--- config.mk ---
export PLATFORM = sky130hd
export DESIGN_NAME = qau_front_flat
export DESIGN_NICKNAME = d
export VERILOG_FILES = /design/src/rtl/core/qau_pkg.sv /design/src/rtl/core/qau_chan_if.sv /design/src/rtl/core/qau_front.sv /design/src/flat_wrapper.sv
export SDC_FILE = /design/constraint.sdc
export NUM_CORES = 1
export LEC_CHECK = 0
export BUFFER_PORTS_ARGS = -buffer_cell sky130_fd_sc_hd__buf_2
export CORE_MARGIN = 5
export CORE_UTILIZATION = 30
export DETAILED_ROUTE_END_ITERATION = 6
export GPL_TIMING_DRIVEN = 0
export MAX_ROUTING_LAYER = met4
export PLACE_DENSITY_LB_ADDON = 0.1
export RECOVER_POWER = 25
export SLEW_MARGIN = 25
export SYNTH_ARGS = -nofsm -noshare
export SYNTH_HDL_FRONTEND = slang
export SYNTH_SLANG_ARGS = --single-unit
--- constraint.sdc ---
create_clock -name clock -period 4.2 [get_ports clock]
set_input_delay 0.84 -clock clock [delete_from_list [all_inputs] [get_ports clock]]
set_output_delay 0.84 -clock clock [all_outputs]
set_load 0.01 [all_outputs]
--- src/rtl/core/qau_pkg.sv ---
// Shared types, constants and term tables for the quaternion arithmetic unit.
// Used by every file of the block; depends on nothing.
package qau_pkg;

   localparam int FRAC_BITS   = 14;
   localparam int DATA_WIDTH  = 18;
   localparam int QUEUE_DEPTH = 4;

   // command code that produces no result
   localparam logic [1:0] CMD_NONE = 2'd3;

   typedef enum logic [1:0] {
      OP_MUL = 2'd0,
      OP_ROT = 2'd1,
      OP_MAT = 2'd2
   } op_type;

   // head of the command queue as seen by the execute side
   typedef struct packed {
      logic   valid;
      op_type op;
   } head_type;

   // Hamilton product a*b: for result j, term k uses a[k] and b[HAM_B[j][k]]
   localparam logic [1:0] HAM_B [4][4] = '{
      '{2'd0, 2'd1, 2'd2, 2'd3},
      '{2'd1, 2'd0, 2'd3, 2'd2},
      '{2'd2, 2'd3, 2'd0, 2'd1},
      '{2'd3, 2'd2, 2'd1, 2'd0}
   };
   localparam logic HAM_NEG [4][4] = '{
      '{1'b0, 1'b1, 1'b1, 1'b1},
      '{1'b0, 1'b0, 1'b0, 1'b1},
      '{1'b0, 1'b1, 1'b0, 1'b0},
      '{1'b0, 1'b0, 1'b1, 1'b0}
   };

   // one matrix entry: +-2*q[a0]*q[b0] +-2*q[a1]*q[b1] (+1.0)
   typedef struct packed {
      logic [1:0] a0;
      logic [1:0] b0;
      logic       n0;
      logic [1:0] a1;
      logic [1:0] b1;
      logic       n1;
      logic       one;
   } mterm_type;

   // index: w 0, x 1, y 2, z 3
   function automatic mterm_type mat_term(input logic [1:0] row, input logic [1:0] col);
      mterm_type t;
      t = '0;
      unique case ({row, col})
         4'h0: t = '{2'd2, 2'd2, 1'b1, 2'd3, 2'd3, 1'b1, 1'b1};
         4'h1: t = '{2'd1, 2'd2, 1'b0, 2'd0, 2'd3, 1'b1, 1'b0};
         4'h2: t = '{2'd1, 2'd3, 1'b0, 2'd0, 2'd2, 1'b0, 1'b0};
         4'h4: t = '{2'd1, 2'd2, 1'b0, 2'd0, 2'd3, 1'b0, 1'b0};
         4'h5: t = '{2'd1, 2'd1, 1'b1, 2'd3, 2'd3, 1'b1, 1'b1};
         4'h6: t = '{2'd2, 2'd3, 1'b0, 2'd0, 2'd1, 1'b1, 1'b0};
         4'h8: t = '{2'd1, 2'd3, 1'b0, 2'd0, 2'd2, 1'b1, 1'b0};
         4'h9: t = '{2'd2, 2'd3, 1'b0, 2'd0, 2'd1, 1'b0, 1'b0};
         4'hA: t = '{2'd1, 2'd1, 1'b1, 2'd2, 2'd2, 1'b1, 1'b1};
         default: t = '0;
      endcase
      return t;
   endfunction

endpackage

--- src/rtl/core/qau_chan_if.sv ---
// Valid/ready channel interfaces for the command and result streams.
// Depends on qau_pkg for the default field width.
interface qau_req_if #(parameter int DATA_WIDTH = qau_pkg::DATA_WIDTH);
   logic                         valid;
   logic                         ready;
   logic [1:0]                   cmd;
   logic signed [DATA_WIDTH-1:0] q_w;
   logic signed [DATA_WIDTH-1:0] q_x;
   logic signed [DATA_WIDTH-1:0] q_y;
   logic signed [DATA_WIDTH-1:0] q_z;
   logic signed [DATA_WIDTH-1:0] r_w;
   logic signed [DATA_WIDTH-1:0] r_x;
   logic signed [DATA_WIDTH-1:0] r_y;
   logic signed [DATA_WIDTH-1:0] r_z;
   modport source (output valid, cmd, q_w, q_x, q_y, q_z, r_w, r_x, r_y, r_z, input ready);
   modport sink   (input valid, cmd, q_w, q_x, q_y, q_z, r_w, r_x, r_y, r_z, output ready);
endinterface


--- src/rtl/core/qau_front.sv ---
// Front end: accepts command transactions, drops unused commands and queues the rest.
// Depends on qau_pkg and qau_chan_if.
module qau_front #(
   parameter int DATA_WIDTH  = qau_pkg::DATA_WIDTH,
   parameter int QUEUE_DEPTH = qau_pkg::QUEUE_DEPTH
) (
   input  logic                         clock,
   input  logic                         reset,
   qau_req_if.sink                      req_if,
   output qau_pkg::head_type            head,
   output logic signed [DATA_WIDTH-1:0] head_q [4],
   output logic signed [DATA_WIDTH-1:0] head_r [4],
   input  logic                         pop
);
   localparam int PW = (QUEUE_DEPTH > 1) ? $clog2(QUEUE_DEPTH) : 1;
   localparam int CW = $clog2(QUEUE_DEPTH + 1);

   qau_pkg::op_type              op_ff [QUEUE_DEPTH];
   logic signed [DATA_WIDTH-1:0] q_ff  [QUEUE_DEPTH][4];
   logic signed [DATA_WIDTH-1:0] r_ff  [QUEUE_DEPTH][4];
   logic [PW-1:0] wr_ff, wr_in, rd_ff, rd_in;
   logic [CW-1:0] cnt_ff, cnt_in;
   logic          push;

   assign req_if.ready = (cnt_ff != CW'(QUEUE_DEPTH));
   assign push = req_if.valid && req_if.ready && (req_if.cmd != qau_pkg::CMD_NONE);

   // advance pointers and occupancy
   always_comb begin
      wr_in  = wr_ff;
      rd_in  = rd_ff;
      cnt_in = cnt_ff;
      if (push) begin
         wr_in = (wr_ff == PW'(QUEUE_DEPTH - 1)) ? '0 : wr_ff + 1'b1;
      end
      if (pop) begin
         rd_in = (rd_ff == PW'(QUEUE_DEPTH - 1)) ? '0 : rd_ff + 1'b1;
      end
      if (push && !pop) begin
         cnt_in = cnt_ff + 1'b1;
      end else if (pop && !push) begin
         cnt_in = cnt_ff - 1'b1;
      end
   end

   always_ff @(posedge clock) begin
      if (reset) begin
         wr_ff  <= '0;
         rd_ff  <= '0;
         cnt_ff <= '0;
      end else begin
         wr_ff  <= wr_in;
         rd_ff  <= rd_in;
         cnt_ff <= cnt_in;
      end
   end

   // store the classified transaction
   always_ff @(posedge clock) begin
      if (push) begin
         op_ff[wr_ff]    <= qau_pkg::op_type'(req_if.cmd);
         q_ff[wr_ff][0]  <= req_if.q_w;
         q_ff[wr_ff][1]  <= req_if.q_x;
         q_ff[wr_ff][2]  <= req_if.q_y;
         q_ff[wr_ff][3]  <= req_if.q_z;
         r_ff[wr_ff][0]  <= req_if.r_w;
         r_ff[wr_ff][1]  <= req_if.r_x;
         r_ff[wr_ff][2]  <= req_if.r_y;
         r_ff[wr_ff][3]  <= req_if.r_z;
      end
   end

   assign head.valid = (cnt_ff != '0);
   assign head.op    = op_ff[rd_ff];
   assign head_q     = q_ff[rd_ff];
   assign head_r     = r_ff[rd_ff];

endmodule

--- src/flat_wrapper.sv ---
// flat-port wrapper written by rule: the top's interface ports become plain ports
module qau_front_flat 
#(
   parameter int DATA_WIDTH  = qau_pkg::DATA_WIDTH,
   parameter int QUEUE_DEPTH = qau_pkg::QUEUE_DEPTH
)
  (clock, reset, head, head_q, head_r, pop, req_if_valid, req_if_cmd, req_if_q_w, req_if_q_x, req_if_q_y, req_if_q_z, req_if_r_w, req_if_r_x, req_if_r_y, req_if_r_z, req_if_ready);
  qau_req_if #(.DATA_WIDTH(DATA_WIDTH)) req_if_i ();
  input  logic clock;
  input  logic reset;
  output qau_pkg::head_type head;
  output logic signed [DATA_WIDTH-1:0] head_q[4];
  output logic signed [DATA_WIDTH-1:0] head_r[4];
  input  logic pop;
  input wire logic [$bits(req_if_i.valid)-1:0] req_if_valid;
  input wire logic [$bits(req_if_i.cmd)-1:0] req_if_cmd;
  input wire logic [$bits(req_if_i.q_w)-1:0] req_if_q_w;
  input wire logic [$bits(req_if_i.q_x)-1:0] req_if_q_x;
  input wire logic [$bits(req_if_i.q_y)-1:0] req_if_q_y;
  input wire logic [$bits(req_if_i.q_z)-1:0] req_if_q_z;
  input wire logic [$bits(req_if_i.r_w)-1:0] req_if_r_w;
  input wire logic [$bits(req_if_i.r_x)-1:0] req_if_r_x;
  input wire logic [$bits(req_if_i.r_y)-1:0] req_if_r_y;
  input wire logic [$bits(req_if_i.r_z)-1:0] req_if_r_z;
  output wire logic [$bits(req_if_i.ready)-1:0] req_if_ready;
  assign req_if_i.valid = req_if_valid;
  assign req_if_i.cmd = req_if_cmd;
  assign req_if_i.q_w = req_if_q_w;
  assign req_if_i.q_x = req_if_q_x;
  assign req_if_i.q_y = req_if_q_y;
  assign req_if_i.q_z = req_if_q_z;
  assign req_if_i.r_w = req_if_r_w;
  assign req_if_i.r_x = req_if_r_x;
  assign req_if_i.r_y = req_if_r_y;
  assign req_if_i.r_z = req_if_r_z;
  assign req_if_ready = req_if_i.ready;
  qau_front #(.DATA_WIDTH(DATA_WIDTH), .QUEUE_DEPTH(QUEUE_DEPTH)) u_core (.clock(clock), .reset(reset), .req_if(req_if_i), .head(head), .head_q(head_q), .head_r(head_r), .pop(pop));
endmodule
======== After elaboration in Yosys (flattened, before gate mapping) ========
Memories as Yosys holds them, arrays and structs flattened. A register that Yosys moved wholly into a read port is not among the register bits.
Cells that the tools add are included.
word-level totals
  memory bits (read-only) ................. 0
  logic and storage cells ................. 34
  memory bits (writable) .................. 584
  register bits ........................... 7
  input bits .............................. 150
  memories ................................ 3
  latch bits .............................. 0
memories
  memory        depth  width  read ports  clocked after Yosys merged registers in  wr ports  RTL line         source
  u_core.q_ff   4      72     1           1                                        1         qau_front.sv:19  logic signed [DATA_WIDTH-1:0] q_ff [QUEUE_DEPTH][4];
  u_core.r_ff   4      72     1           1                                        1         qau_front.sv:20  logic signed [DATA_WIDTH-1:0] r_ff [QUEUE_DEPTH][4];
  u_core.op_ff  4      2      1           1                                        1         qau_front.sv:18  qau_pkg::op_type op_ff [QUEUE_DEPTH];
cells by class
  shift operators ......................... 0
  multiplexer cells ....................... 12
  reduce and logical (&&, ||, !) cells .... 8
  $add $sub $neg .......................... 4
  div/mod/pow operators ................... 0
  $mul .................................... 0
  equality and inequality tests ........... 4
  $lt $le $gt $ge ......................... 0
  bitwise logic cells ..................... 0
operators with widths
  operator                                           number
  2-to-1 mux 2 bit                                   8
  2-to-1 mux 3 bit                                   2
  adder 2 x 1 -> 2 bit (second input constant)       2
  == test 2 bit (second input constant)              2
  logical AND 1 bit                                  4
  adder 3 x 1 -> 3 bit (second input constant)       1
  inequality test 3 bit (second input constant)      1
  nonzero test 3 bit                                 1
  subtractor 3 x 1 -> 3 bit (second input constant)  1
  zero test 1 bit                                    2
  2-to-1 mux 1 bit                                   2
  inequality test 2 bit (second input constant)      1
  nonzero test 2 bit                                 1

======== Depth between registers and ports, before layout ========
Gate-level depths: netlist of the first run.
  depth after elaboration ................. 7
  gate-level depth with buffers ........... 9
  gate-level depth less buffers ........... 8

======== Worst setup path before layout of the first run ========
No wires, ideal clock.
  path type ............................... input-to-reg
  start point ............................. input req_if_cmd[0]
  end point ............................... memory u_core.op_ff[0][0] (netlist bit), enable pin
  data required time ...................... 3.757 ns
  setup slack ............................. 0.791 ns
  cell stages on the path ................. 4
  arrival ................................. 2.966 ns
  cells stage by stage .................... nand2_1 and3_1 buf_6 and2_2
on the way
  cells in the longest elaborated chain, start to end .. 4
ends and longest elaborated chain
  what                                    RTL line            source
  start, declared                         flat_wrapper.sv:16  input wire logic [$bits(req_if_i.cmd)-1:0] req_if_cmd;
  inequality test 2 bit                   qau_front.sv:26     assign push = req_if.valid && req_if.ready && (req_if.cmd != qau_pkg::CMD_NONE);
  logical AND 1 bit                       qau_front.sv:26
  named net u_core.push                   qau_front.sv:23     logic push;
  2-to-1 mux 1 bit                        qau_front.sv:60     if (push) begin
  2-to-1 mux 1 bit (implied by the code)  qau_front.sv:61     op_ff[wr_ff] <= qau_pkg::op_type'(req_if.cmd);
  end, declared                           qau_front.sv:18
The timed path passes the listed nets, and every way through them passes these cells.

==> metrics.log, run 1 <==
[metrics] run status: complete, no violations
[metrics] max-slew violation count: 0
[metrics] endpoint of the worst hold-timing path: u_core.r_ff[3][43]$_DFFE_PP_
[metrics] metal1 wirelength: 19.8 mm
[metrics] share of post-route cells with drive strength above 1: 38.6%
[metrics] maximum clock rate: 0.294 GHz
[metrics] clock root cell: sky130_fd_sc_hd__clkbuf_16
[metrics] logic gate share of total power: 10.4%
[metrics] WL/cell: 22.0 um
[metrics] Main synth FF type: sky130_fd_sc_hd__edfxtp_1
[metrics] Setup violations, final: 0
[metrics] final instance area: 26,500 um^2
[metrics] power per standard cell area: 520 nW/um^2
[metrics] capture instance of the worst register-to-register path: u_core.q_ff[1][16]$_DFFE_PP_
[metrics] post-DP HPWL: 30.5 mm
[metrics] uppermost layer routed: met4
[metrics] floorplan die height: 277 um
[metrics] Switching Share: 22.7%
[metrics] met2 routed WL: 24.5 mm
[metrics] clock network fraction of design power: 39.0%
[metrics] Resized cells post-CTS: 0
[metrics] number of hold violations in the final report: 0
[metrics] Overall Global Routing Usage: 12.8%
[metrics] total power of the final layout: 13.8 mW
[metrics] largest fanout on the critical path: 10
[metrics] first-pass detailed-route iteration total: 4
[metrics] number of core rows: 98
[metrics] H-tree levels: 3
[metrics] final antenna-violating net count: 0
[metrics] leading cell types by count after synthesis: sky130_fd_sc_hd__edfxtp_1 (584), sky130_fd_sc_hd__mux4_2 (146), sky130_fd_sc_hd__buf_2 (17), sky130_fd_sc_hd__buf_1 (13), sky130_fd_sc_hd__dfxtp_1 (9)
[metrics] maximum number of pins on one net before global-route repair: 39
[metrics] drt total wl: 48.5 mm
[metrics] area inside the core boundary: 71,200 um^2
[metrics] total of fill cells in the finished design: 6,629
[metrics] Cells after Synth: 811
[metrics] combined area of all synthesized cells: 21,500 um^2
[metrics] CTS buffer count: 69
[metrics] initial antenna violation count: 8
[metrics] fraction of registers with async set or reset after synthesis: 0%
[metrics] placed instance area: 24,500 um^2
[metrics] headroom to the max-slew limit: 43.7%
[metrics] Seq/Total Area, Yosys: 82.6%
[metrics] worst reg2reg startpoint: u_core.cnt_ff[0]$_SDFFE_PP0P_
[metrics] kind of end point of the critical path: output pin
[metrics] ratio of final minimum period to clock period: 80.9%
[metrics] DIE WIDTH: 277 um
[metrics] overall die area: 77,000 um^2
[metrics] class of the tightest hold or removal check: input port to register
[metrics] data arrival time at the worst-slack endpoint: 2560 ps
[metrics] wire length of the first global-routing pass: 72.0 mm
[metrics] EDFF count, synth: 584
[metrics] total overflow reported by the global router: 0
[metrics] Layout Utilization: 37.2%
[metrics] TritonCTS clock tree: built
[metrics] Setup Slack @ Placement: 1140 ps
[metrics] most area-consuming cells after synthesis: sky130_fd_sc_hd__edfxtp_1 (82%), sky130_fd_sc_hd__mux4_2 (15%), sky130_fd_sc_hd__dfxtp_1 (0.84%)
[metrics] placed instance count: 2,074
[metrics] initial core utilization: 30.1%
[metrics] r2r setup slk: 1760 ps
[metrics] Synthesized Nets: 968
[metrics] unrepaired setup endpoints after global routing: false
[metrics] number of sinks on the clock net: 593
[metrics] Critical Setup Path Class: register to output pin
[metrics] DR iter-0 viols: 514
[metrics] post-CTS setup-driven buffer insertion count: 0
[metrics] CP required: 3360 ps
[metrics] count of yosys warnings during synthesis: 0
[metrics] post-synthesis average cell area: 26.5 um^2
[metrics] Worst IR Drop VDD: 0.365 mV
[metrics] Port Buf Inserts: 296
[metrics] hold path cells: 1
[metrics] setup clock skew after layout: 18.9 ps
[metrics] Hold Startpoint: req_if_r_x[7]
[metrics] total leakage power: 8.55 nW
[metrics] Synth top area share: 81.7%
[metrics] Final min period: 3400 ps
[metrics] CTS hold repair buffers: 0
[metrics] switching pwr: 3.14 mW
[metrics] final worst-path setup slack: 801 ps
[metrics] via count of the first global-routing pass: 10,700
[metrics] # nets final: 1,352
[metrics] Worst R2R Path Depth: 7
[metrics] max-cap violation count: 0
[metrics] Internal Pwr Total: 10.7 mW
[metrics] drc violations: 0
[metrics] number of buffers on the longest clock path: 3
[metrics] count of distinct cell types in the synthesized netlist: 26
[metrics] vias post-DR: 9,787
[metrics] number of placed I/O pins: 298
[metrics] number of register bits inferred by synthesis: 593
[metrics] number of non-filler instances in the completed layout: 2,205
[metrics] clock-pin slew on the worst setup and hold paths: 60 ps
[metrics] transition time at the pin with the least slew margin: 845 ps
[metrics] weighted congestion reported at the end of routability-driven placement: 0.667
[metrics] detailed route wirelength on metal3: 3.28 mm
[metrics] part of the power in registers: 50.6%
[metrics] Layout Area Growth over Synthesis: 23.5%
[metrics] most repeated cell in the gate-level netlist after synthesis: sky130_fd_sc_hd__edfxtp_1
[metrics] crit start category: register
[metrics] insertion delay of the later-clocked pin in the worst-skew pair: 580 ps
[metrics] drt via density: 4.44
[metrics] post-synth top area cell: sky130_fd_sc_hd__edfxtp_1
## state kept, by name, indices dropped and copies added (netlist names), named ones only
signal and cells:
u_core.cnt_ff 3, u_core.r_ff 288, u_core.op_ff 8, u_core.q_ff 288, u_core.wr_ff 2, u_core.rd_ff 2
## cell type report
type,instances,area [um^2],area share [%]
timing repair buffer,313,1780,6.73
clock inverter,29,156,0.590
antenna,9,22.5,0.0850
sequential,593,17700,66.9
inverter,4,15.0,0.0567
buffer,34,160,0.604
multi-input combinational,180,3570,13.5
clock buffer,93,1880,7.09
tap,950,1190,4.49
## power by group through the flow
stage	registers, mW	clock network (mW)	logic, mW
after global placement	7.15	0	1.43
after CTS	6.98	5.60	1.52
after detailed placement	7.10	0	1.51
after global routing	7.00	5.87	1.57
final	6.97	5.38	1.43
after floorplan	7.10	0	0.769
## placed cells by master (no fill, tap or decap), types with 2 or more instances in the layout
cell type                   count
sky130_fd_sc_hd__a21oi_1        2
sky130_fd_sc_hd__clkinv_1      15
sky130_fd_sc_hd__mux4_2       146
sky130_fd_sc_hd__nand2b_1       2
sky130_fd_sc_hd__clkinv_2      10
sky130_fd_sc_hd__dfxtp_1        9
sky130_fd_sc_hd__inv_1          4
sky130_fd_sc_hd__clkbuf_16     71
sky130_fd_sc_hd__mux2i_1        3
sky130_fd_sc_hd__ha_1           6
sky130_fd_sc_hd__edfxtp_1     584
sky130_fd_sc_hd__clkbuf_1     112
sky130_fd_sc_hd__inv_6          2
sky130_fd_sc_hd__buf_12         7
sky130_fd_sc_hd__clkinv_8       2
sky130_fd_sc_hd__buf_2        223
sky130_fd_sc_hd__xor2_1         2
sky130_fd_sc_hd__clkbuf_8       2
sky130_fd_sc_hd__buf_16        10
sky130_fd_sc_hd__nor2_1         5
sky130_fd_sc_hd__buf_1         13
sky130_fd_sc_hd__diode_2        9
sky130_fd_sc_hd__and2_4         4
## worst max path at each step
stage / depth (start not counted) / end / from / slack [ps]
2_1_floorplan: 4 / u_core.op_ff[0][0]$_DFFE_PP_ / req_if_cmd[0] / 790
3_3_place_gp: 5 / u_core.r_ff[1][22]$_DFFE_PP_ / req_if_cmd[0] / -1300
3_5_place_dp: 8 / u_core.q_ff[1][26]$_DFFE_PP_ / req_if_cmd[0] / 1140
4_1_cts: 4 / head_r[64] / register / 610
5_1_grt: 4 / head_r[63] / register / 530
6_report: 4 / head_r[66] / register / 800
## through the flow
stage / TNS [ps] / hold slack [ps]
5_1_grt: 0 / 449
3_5_place_dp: 0 / 501
4_1_cts: 0 / 407
2_1_floorplan: 0 / 461
6_report: 0 / 480
3_3_place_gp: -733710 / 493
## metal layers
layer  GRT usage (%)  vias up
li1                -     4315
met1            15.3     5151
met2            20.9      247
met3            4.11       74
met4            3.85        0
met5               -        -
## cell families (layout without fill, tap and decap cells)
kind of cell,after synthesis,count (layout),share of synthesized area [%]
AND/OR/NAND/NOR,18,18,0.496
AO/OA/AOI/OAI,3,3,0.0699
flip-flops,593,593,82.6
XOR/XNOR,2,2,0.0816
other,0,9,0
multiplexers,150,150,15.5
buffers and inverters,38,473,0.816
adder cells (fa/ha/maj),7,7,0.443
## worst max-delay path: stages (launching register included)
cell	delay [ps]
sky130_fd_sc_hd__dfxtp_1	310
sky130_fd_sc_hd__buf_2	380
sky130_fd_sc_hd__buf_1	690
sky130_fd_sc_hd__mux4_2	410
sky130_fd_sc_hd__buf_2	170
Note: power is estimated with default switching activity, not from simulation.
==> run 2, diff against run 1 <==
==> constraint.sdc (replaced) <==
create_clock -name clock -period 3.2 [get_ports clock]
set_input_delay 0.64 -clock clock [delete_from_list [all_inputs] [get_ports clock]]
set_output_delay 0.64 -clock clock [all_outputs]
set_load 0.01 [all_outputs]
==> run 2 against run 1 <==
  * Clock-buffer cell count did not move
  * Worst hold slack got worse by 200 ps
  * Via count fell by 0.27%
  * Sequential power rose by 31%
  * Final cell count barely moved
  * First-iteration DRC count rose by 6.0%
  * Non-clock buffer count did not move
  * Register-to-register slack got worse by 1000 ps
  * Clock power rose by 31%
  * Sequential share of layout area fell by 0.082 points
  * Die area did not move
  * Final area rose by 0.12%
==> metrics.log, run 2 (same netlist as run 1, synthesis figures left out) <==
[metrics] drt total wl: 48.5 mm
[metrics] maximum number of pins on one net before global-route repair: 39
[metrics] most common cell after layout, fill and taps aside: sky130_fd_sc_hd__edfxtp_1
[metrics] wire length of the first global-routing pass: 71.9 mm
[metrics] data arrival time at the worst-slack endpoint: 2450 ps
[metrics] max-slew violation count: 0
[metrics] total leakage power: 8.59 nW
[metrics] insertion delay of the later-clocked pin in the worst-skew pair: 580 ps
[metrics] number of placed I/O pins: 298
[metrics] class of the tightest hold or removal check: input port to register
[metrics] Port Buf Inserts: 296
[metrics] first-pass detailed-route iteration total: 4
[metrics] CTS buffer count: 69
[metrics] Layout Area Growth over Synthesis: 23.6%
[metrics] number of buffers on the longest clock path: 3
[metrics] setup clock skew after layout: 19.8 ps
[metrics] run status: complete, no violations
[metrics] number of core rows: 98
[metrics] number of sinks on the clock net: 593
[metrics] headroom to the max-slew limit: 50.7%
[metrics] # nets final: 1,352
[metrics] placed instance count: 2,074
[metrics] drc violations: 0
[metrics] Setup Slack @ Placement: 341 ps
[metrics] CP required: 2560 ps
[metrics] weighted congestion reported at the end of routability-driven placement: 0.667
[metrics] final antenna-violating net count: 0
[metrics] series of cell instances along the critical path: buf_2 -> buf_1 -> mux4_2 -> buf_2
[metrics] TritonCTS clock tree: built
[metrics] initial core utilization: 30.1%
[metrics] H-tree levels: 3
[metrics] kind of end point of the critical path: output pin
[metrics] Post-Route Setup TNS: 0 ps
[metrics] number of non-filler instances in the completed layout: 2,203
[metrics] cell family contributing the most delay on the critical path: buffers and inverters
[metrics] most used cell, CP: sky130_fd_sc_hd__buf_2
[metrics] Stages on worst setup path: 4
[metrics] final worst-path setup slack: 113 ps
[metrics] max-cap violation count: 0
[metrics] overall die area: 77,000 um^2
[metrics] total buffers and inverters traversed by the critical path: 3
[metrics] largest fanout on the critical path: 10
[metrics] DR iter-0 viols: 545
[metrics] ratio of final minimum period to clock period: 96.5%
[metrics] area inside the core boundary: 71,200 um^2
[metrics] slowest cell on the critical path: sky130_fd_sc_hd__buf_1
[metrics] floorplan die height: 277 um
[metrics] clock-pin slew on the worst setup and hold paths: 60 ps
[metrics] Critical Setup Path Class: register to output pin
[metrics] clock root cell: sky130_fd_sc_hd__clkbuf_16
[metrics] share of post-route cells with drive strength above 1: 39.5%
[metrics] DIE WIDTH: 277 um
[metrics] Setup violations, final: 0
[metrics] Worst IR Drop VDD: 0.479 mV
[metrics] vias post-DR: 9,761
[metrics] highest-count cells in the layout ignoring fill and taps: sky130_fd_sc_hd__edfxtp_1 (584), sky130_fd_sc_hd__buf_2 (225), sky130_fd_sc_hd__mux4_2 (146)
[metrics] power per standard cell area: 682 nW/um^2
[metrics] post-DP HPWL: 30.5 mm
[metrics] unrepaired setup endpoints after global routing: true
[metrics] transition time at the pin with the least slew margin: 739 ps
[metrics] Worst R2R Path Depth: 7
[metrics] WL/cell: 22.0 um
[metrics] initial antenna violation count: 8
[metrics] number of hold violations in the final report: 0
[metrics] largest registers: u_core.q_ff: 288 flops, u_core.r_ff: 288 flops, u_core.op_ff: 8 flops
[metrics] hold path cells: 1
[metrics] total overflow reported by the global router: 0
[metrics] CTS hold repair buffers: 0
[metrics] Final min period: 3090 ps
[metrics] max incr delay on CP: 570 ps
[metrics] Overall Global Routing Usage: 12.8%
[metrics] drt via density: 4.43
[metrics] crit start category: register
[metrics] maximum clock rate: 0.324 GHz
[metrics] via count of the first global-routing pass: 10,700
## run 2: where the power goes
group	switching [mW]	internal, mW	leakage [nW]	total (mW)
registers	0.0960	9.06	5.40	9.15
clock network	2.95	4.11	0.998	7.06
logic	1.07	0.816	2.19	1.89
total	4.11	14.0	8.59	18.1
## run 2: path summary, 6_finish.rpt
| kind | startpoint | slack (ps) | endpoint |
|---|---|---|---|
| worst max-delay path | register | 110 | head_r[10] |
| worst min-delay path | req_if_r_x[7] | 280 | u_core.r_ff[3][43]$_DFFE_PP_ |
| worst max register to register | u_core.cnt_ff[0]$_SDFFE_PP0P_ | 750 | u_core.q_ff[1][16]$_DFFE_PP_ |
| worst min register to register | u_core.cnt_ff[2]$_SDFFE_PP0P_ | 500 | u_core.cnt_ff[2]$_SDFFE_PP0P_ |
## run 2: layer usage
metal | wire length [um] | global-route usage [%] | up-vias | share of wire (%)
li1 | - | - | 4310 | -
met1 | 19700 | 15.3 | 5128 | 41
met5 | 0 | - | - | 0
met4 | 977 | 3.85 | 0 | 2.0
met3 | 3300 | 4.11 | 74 | 6.8
met2 | 24400 | 20.9 | 249 | 50
## run 2: final cells by class
class	count	area, um^2
diodes	7	17.5
plain buffers	34	195
clock buffers	93	1880
clock inverters	29	156
fillers	6621	44700
inverters	4	15.0
multi-input cells	180	3570
flip-flops and latches	593	17700
well taps	950	1190
repair buffers	313	1790
## run 2: worst register-to-register path, cell delays in order (launching register included)
cell,delay (ps)
sky130_fd_sc_hd__dfxtp_1,400
sky130_fd_sc_hd__or3b_1,150
sky130_fd_sc_hd__and3_1,180
sky130_fd_sc_hd__buf_6,140
sky130_fd_sc_hd__and2_4,420
sky130_fd_sc_hd__buf_12,270
sky130_fd_sc_hd__buf_16,260
sky130_fd_sc_hd__buf_16,270
## run 2: repair_timing
action                                  in CTS  in global routing
gates resized for setup                     17                  0
buffers inserted                             0                  0
endpoints found under the setup margin     100                 30
## run 2: per-stage QoR
stage | hold WS, ps | total power [mW] | cell area [um^2] | util [%]
floorplan | 461 | 10.3 | 21500 | -
global placement | 493 | 11.3 | 24100 | 33.9
detailed placement | 501 | 11.3 | 24500 | 34.5
CTS | 207 | 18.5 | 26600 | 37.4
global route | 248 | 19.0 | 26500 | 37.2
finish | 280 | 18.1 | 26500 | 37.2
==> run 3, diff against run 2 <==
==> constraint.sdc (replaced) <==
create_clock -name clock -period 2.6 [get_ports clock]
set_input_delay 0.52 -clock clock [delete_from_list [all_inputs] [get_ports clock]]
set_output_delay 0.52 -clock clock [all_outputs]
set_load 0.01 [all_outputs]
==> run 3 against run 2 <==
  * Combinational power up 48%
  * Clock power up 23%
  * Final cell count up 0.54%
  * First-iteration DRC count up 2.4%
  * Critical path type unchanged
  * Largest cell class unchanged
  * Highest routed layer unchanged
==> metrics.log, run 3 (same netlist as run 1, synthesis figures left out) <==
[metrics] Worst IR Drop VDD: 0.598 mV
[metrics] met2 routed WL: 25.3 mm
[metrics] WL/cell: 22.4 um
[metrics] kind of end point of the critical path: output pin
[metrics] Overall Global Routing Usage: 12.9%
[metrics] DR iter-0 viols: 558
[metrics] number of buffers on the longest clock path: 3
[metrics] slowest cell on the critical path: sky130_fd_sc_hd__mux4_2
[metrics] logic gate share of total power: 12.3%
[metrics] class of the tightest hold or removal check: input port to register
[metrics] Worst R2R Path Depth: 7
[metrics] series of cell instances along the critical path: buf_12 -> buf_12 -> mux4_2 -> buf_6
[metrics] final antenna-violating net count: 0
[metrics] H-tree levels: 3
[metrics] WHS: 157 ps
[metrics] wire length of the first global-routing pass: 72.5 mm
[metrics] drc violations: 0
[metrics] vias post-DR: 9,829
[metrics] highest-count cells in the layout ignoring fill and taps: sky130_fd_sc_hd__edfxtp_1 (584), sky130_fd_sc_hd__mux4_2 (146), sky130_fd_sc_hd__buf_2 (120)
[metrics] placed instance count: 2,074
[metrics] number of non-filler instances in the completed layout: 2,215
[metrics] area inside the core boundary: 71,200 um^2
[metrics] Internal Pwr Total: 17.6 mW
[metrics] most used cell, CP: sky130_fd_sc_hd__buf_12
[metrics] ratio of final minimum period to clock period: 99.2%
[metrics] Port Buf Inserts: 296
[metrics] Post-Route Setup TNS: 0 ps
[metrics] area of the multi-input gates: 3590 um^2
[metrics] number of sinks on the clock net: 593
[metrics] Layout Utilization: 38.7%
[metrics] max-cap violation count: 0
[metrics] total of fill cells in the finished design: 6,527
[metrics] maximum clock rate: 0.388 GHz
[metrics] share of post-route cells with drive strength above 1: 41.1%
[metrics] TritonCTS clock tree: built
[metrics] largest registers: u_core.q_ff: 288 flops, u_core.r_ff: 288 flops, u_core.op_ff: 8 flops
[metrics] initial core utilization: 30.1%
[metrics] max-slew violation count: 0
[metrics] maximum number of pins on one net before global-route repair: 39
[metrics] Layout Area Growth over Synthesis: 28.6%
[metrics] metal1 wirelength: 20.2 mm
[metrics] worst reg2reg startpoint: u_core.cnt_ff[0]$_SDFFE_PP0P_
[metrics] weighted congestion reported at the end of routability-driven placement: 0.667
[metrics] unrepaired setup endpoints after global routing: true
[metrics] insertion delay of the later-clocked pin in the worst-skew pair: 580 ps
[metrics] transition time at the pin with the least slew margin: 402 ps
[metrics] CTS buffer count: 69
[metrics] setup clock skew after layout: 18.4 ps
[metrics] number of hold violations in the final report: 0
[metrics] floorplan die height: 277 um
[metrics] Switching Share: 22.7%
[metrics] power per standard cell area: 825 nW/um^2
[metrics] clock-pin slew on the worst setup and hold paths: 60 ps
[metrics] # nets final: 1,364
[metrics] capture instance of the worst register-to-register path: u_core.q_ff[1][16]$_DFFE_PP_
[metrics] CP required: 2080 ps
[metrics] r2r setup slk: 230 ps
[metrics] post-DP HPWL: 30.5 mm
[metrics] Setup violations, final: 0
[metrics] first-pass detailed-route iteration total: 4
[metrics] detailed route wirelength on metal3: 3.12 mm
[metrics] total power of the final layout: 22.8 mW
[metrics] total overflow reported by the global router: 0
[metrics] crit start category: register
[metrics] total leakage power: 8.99 nW
[metrics] via count of the first global-routing pass: 10,700
[metrics] Final min period: 2580 ps
[metrics] part of the power in registers: 49.5%
[metrics] number of placed I/O pins: 298
[metrics] clock root cell: sky130_fd_sc_hd__clkbuf_16
[metrics] CTS hold repair buffers: 0
[metrics] uppermost layer routed: met4
[metrics] area taken by flip-flops and latches: 17,700 um^2
[metrics] run status: complete, no violations
[metrics] overall die area: 77,000 um^2
[metrics] clock network fraction of design power: 38.2%
[metrics] headroom to the max-slew limit: 73.2%
[metrics] switching pwr: 5.17 mW
[metrics] DIE WIDTH: 277 um
[metrics] initial antenna violation count: 8
[metrics] max incr delay on CP: 530 ps
[metrics] number of core rows: 98
[metrics] most common cell after layout, fill and taps aside: sky130_fd_sc_hd__edfxtp_1
[metrics] end point of the critical path: head_r[45]
[metrics] largest fanout on the critical path: 10
[metrics] drt total wl: 49.6 mm
[metrics] Critical Setup Path Class: register to output pin
[metrics] data arrival time at the worst-slack endpoint: 2060 ps
[metrics] drt via density: 4.44
## run 3: cell count changes in the layout (fill, tap and decap cells not counted), moves of 2 or more
cell | before | now
sky130_fd_sc_hd__and2_2 | 0 | 2
sky130_fd_sc_hd__buf_1 | 5 | 0
sky130_fd_sc_hd__buf_12 | 7 | 21
sky130_fd_sc_hd__buf_16 | 10 | 13
sky130_fd_sc_hd__buf_2 | 225 | 120
sky130_fd_sc_hd__buf_4 | 8 | 18
sky130_fd_sc_hd__buf_6 | 1 | 98
sky130_fd_sc_hd__clkbuf_1 | 109 | 102
sky130_fd_sc_hd__clkbuf_16 | 71 | 75
## run 3: timing repair
item | CTS | global route
pin swaps | 0 | 2
cloned | 1 | 6
setup endpoints to repair | 140 | 172
setup buffers | 2 | 3
resized for setup | 159 | 68
## run 3: layer usage
layer  GRT usage [%]  vias up
li1                -     4347
met1            15.5     5169
met2            21.2      239
met3            4.11       74
met4            3.90        0
met5               -        -
## run 3: metrics by stage
step | setup WS, ps | area, um^2
5_1_grt | -91.4 | 27600
3_5_place_dp | -139 | 24500
3_3_place_gp | -2580 | 24100
4_1_cts | -76.2 | 27300
6_report | 21.1 | 27600
2_1_floorplan | -499 | 21500
## run 3: cell type report
class / count / share of cell area, %
clock buffer: 93 / 6.81
buffer: 34 / 1.71
timing repair buffer: 323 / 9.28
antenna: 7 / 0.0635
tap: 950 / 4.31
multi-input combinational: 182 / 13.0
inverter: 4 / 0.0544
clock inverter: 29 / 0.567
sequential: 593 / 64.2
## run 3: power groups by stage
stage / registers (mW) / clock network [mW] / logic (mW)
detailed placement: 11.5 / 0 / 2.45
global route: 11.3 / 9.48 / 3.03
global placement: 11.6 / 0 / 2.30
finish: 11.3 / 8.70 / 2.80
floorplan: 11.5 / 0 / 1.24
CTS: 11.3 / 9.05 / 2.75
## run 3: how the worst min path moves through the flow
stage | start | endpoint | slack, ps | depth (start not counted)
finish | req_if_r_x[7] | u_core.r_ff[3][43]$_DFFE_PP_ | 160 | 1
global placement | u_core.cnt_ff[2]$_SDFFE_PP0P_ | u_core.cnt_ff[2]$_SDFFE_PP0P_ | 490 | 2
detailed placement | u_core.cnt_ff[2]$_SDFFE_PP0P_ | u_core.cnt_ff[2]$_SDFFE_PP0P_ | 500 | 2
floorplan | u_core.cnt_ff[2]$_SDFFE_PP0P_ | u_core.cnt_ff[2]$_SDFFE_PP0P_ | 460 | 2
CTS | req_if_q_w[5] | u_core.q_ff[2][59]$_DFFE_PP_ | 90 | 1
global route | req_if_q_y[17] | u_core.q_ff[3][35]$_DFFE_PP_ | 120 | 1
## run 3: critical path, delay by kind of cell (launching register included)
kind | cells | cell delay (ps)
buffers and inverters | 3 | 510
DFF | 1 | 420
muxes | 1 | 530
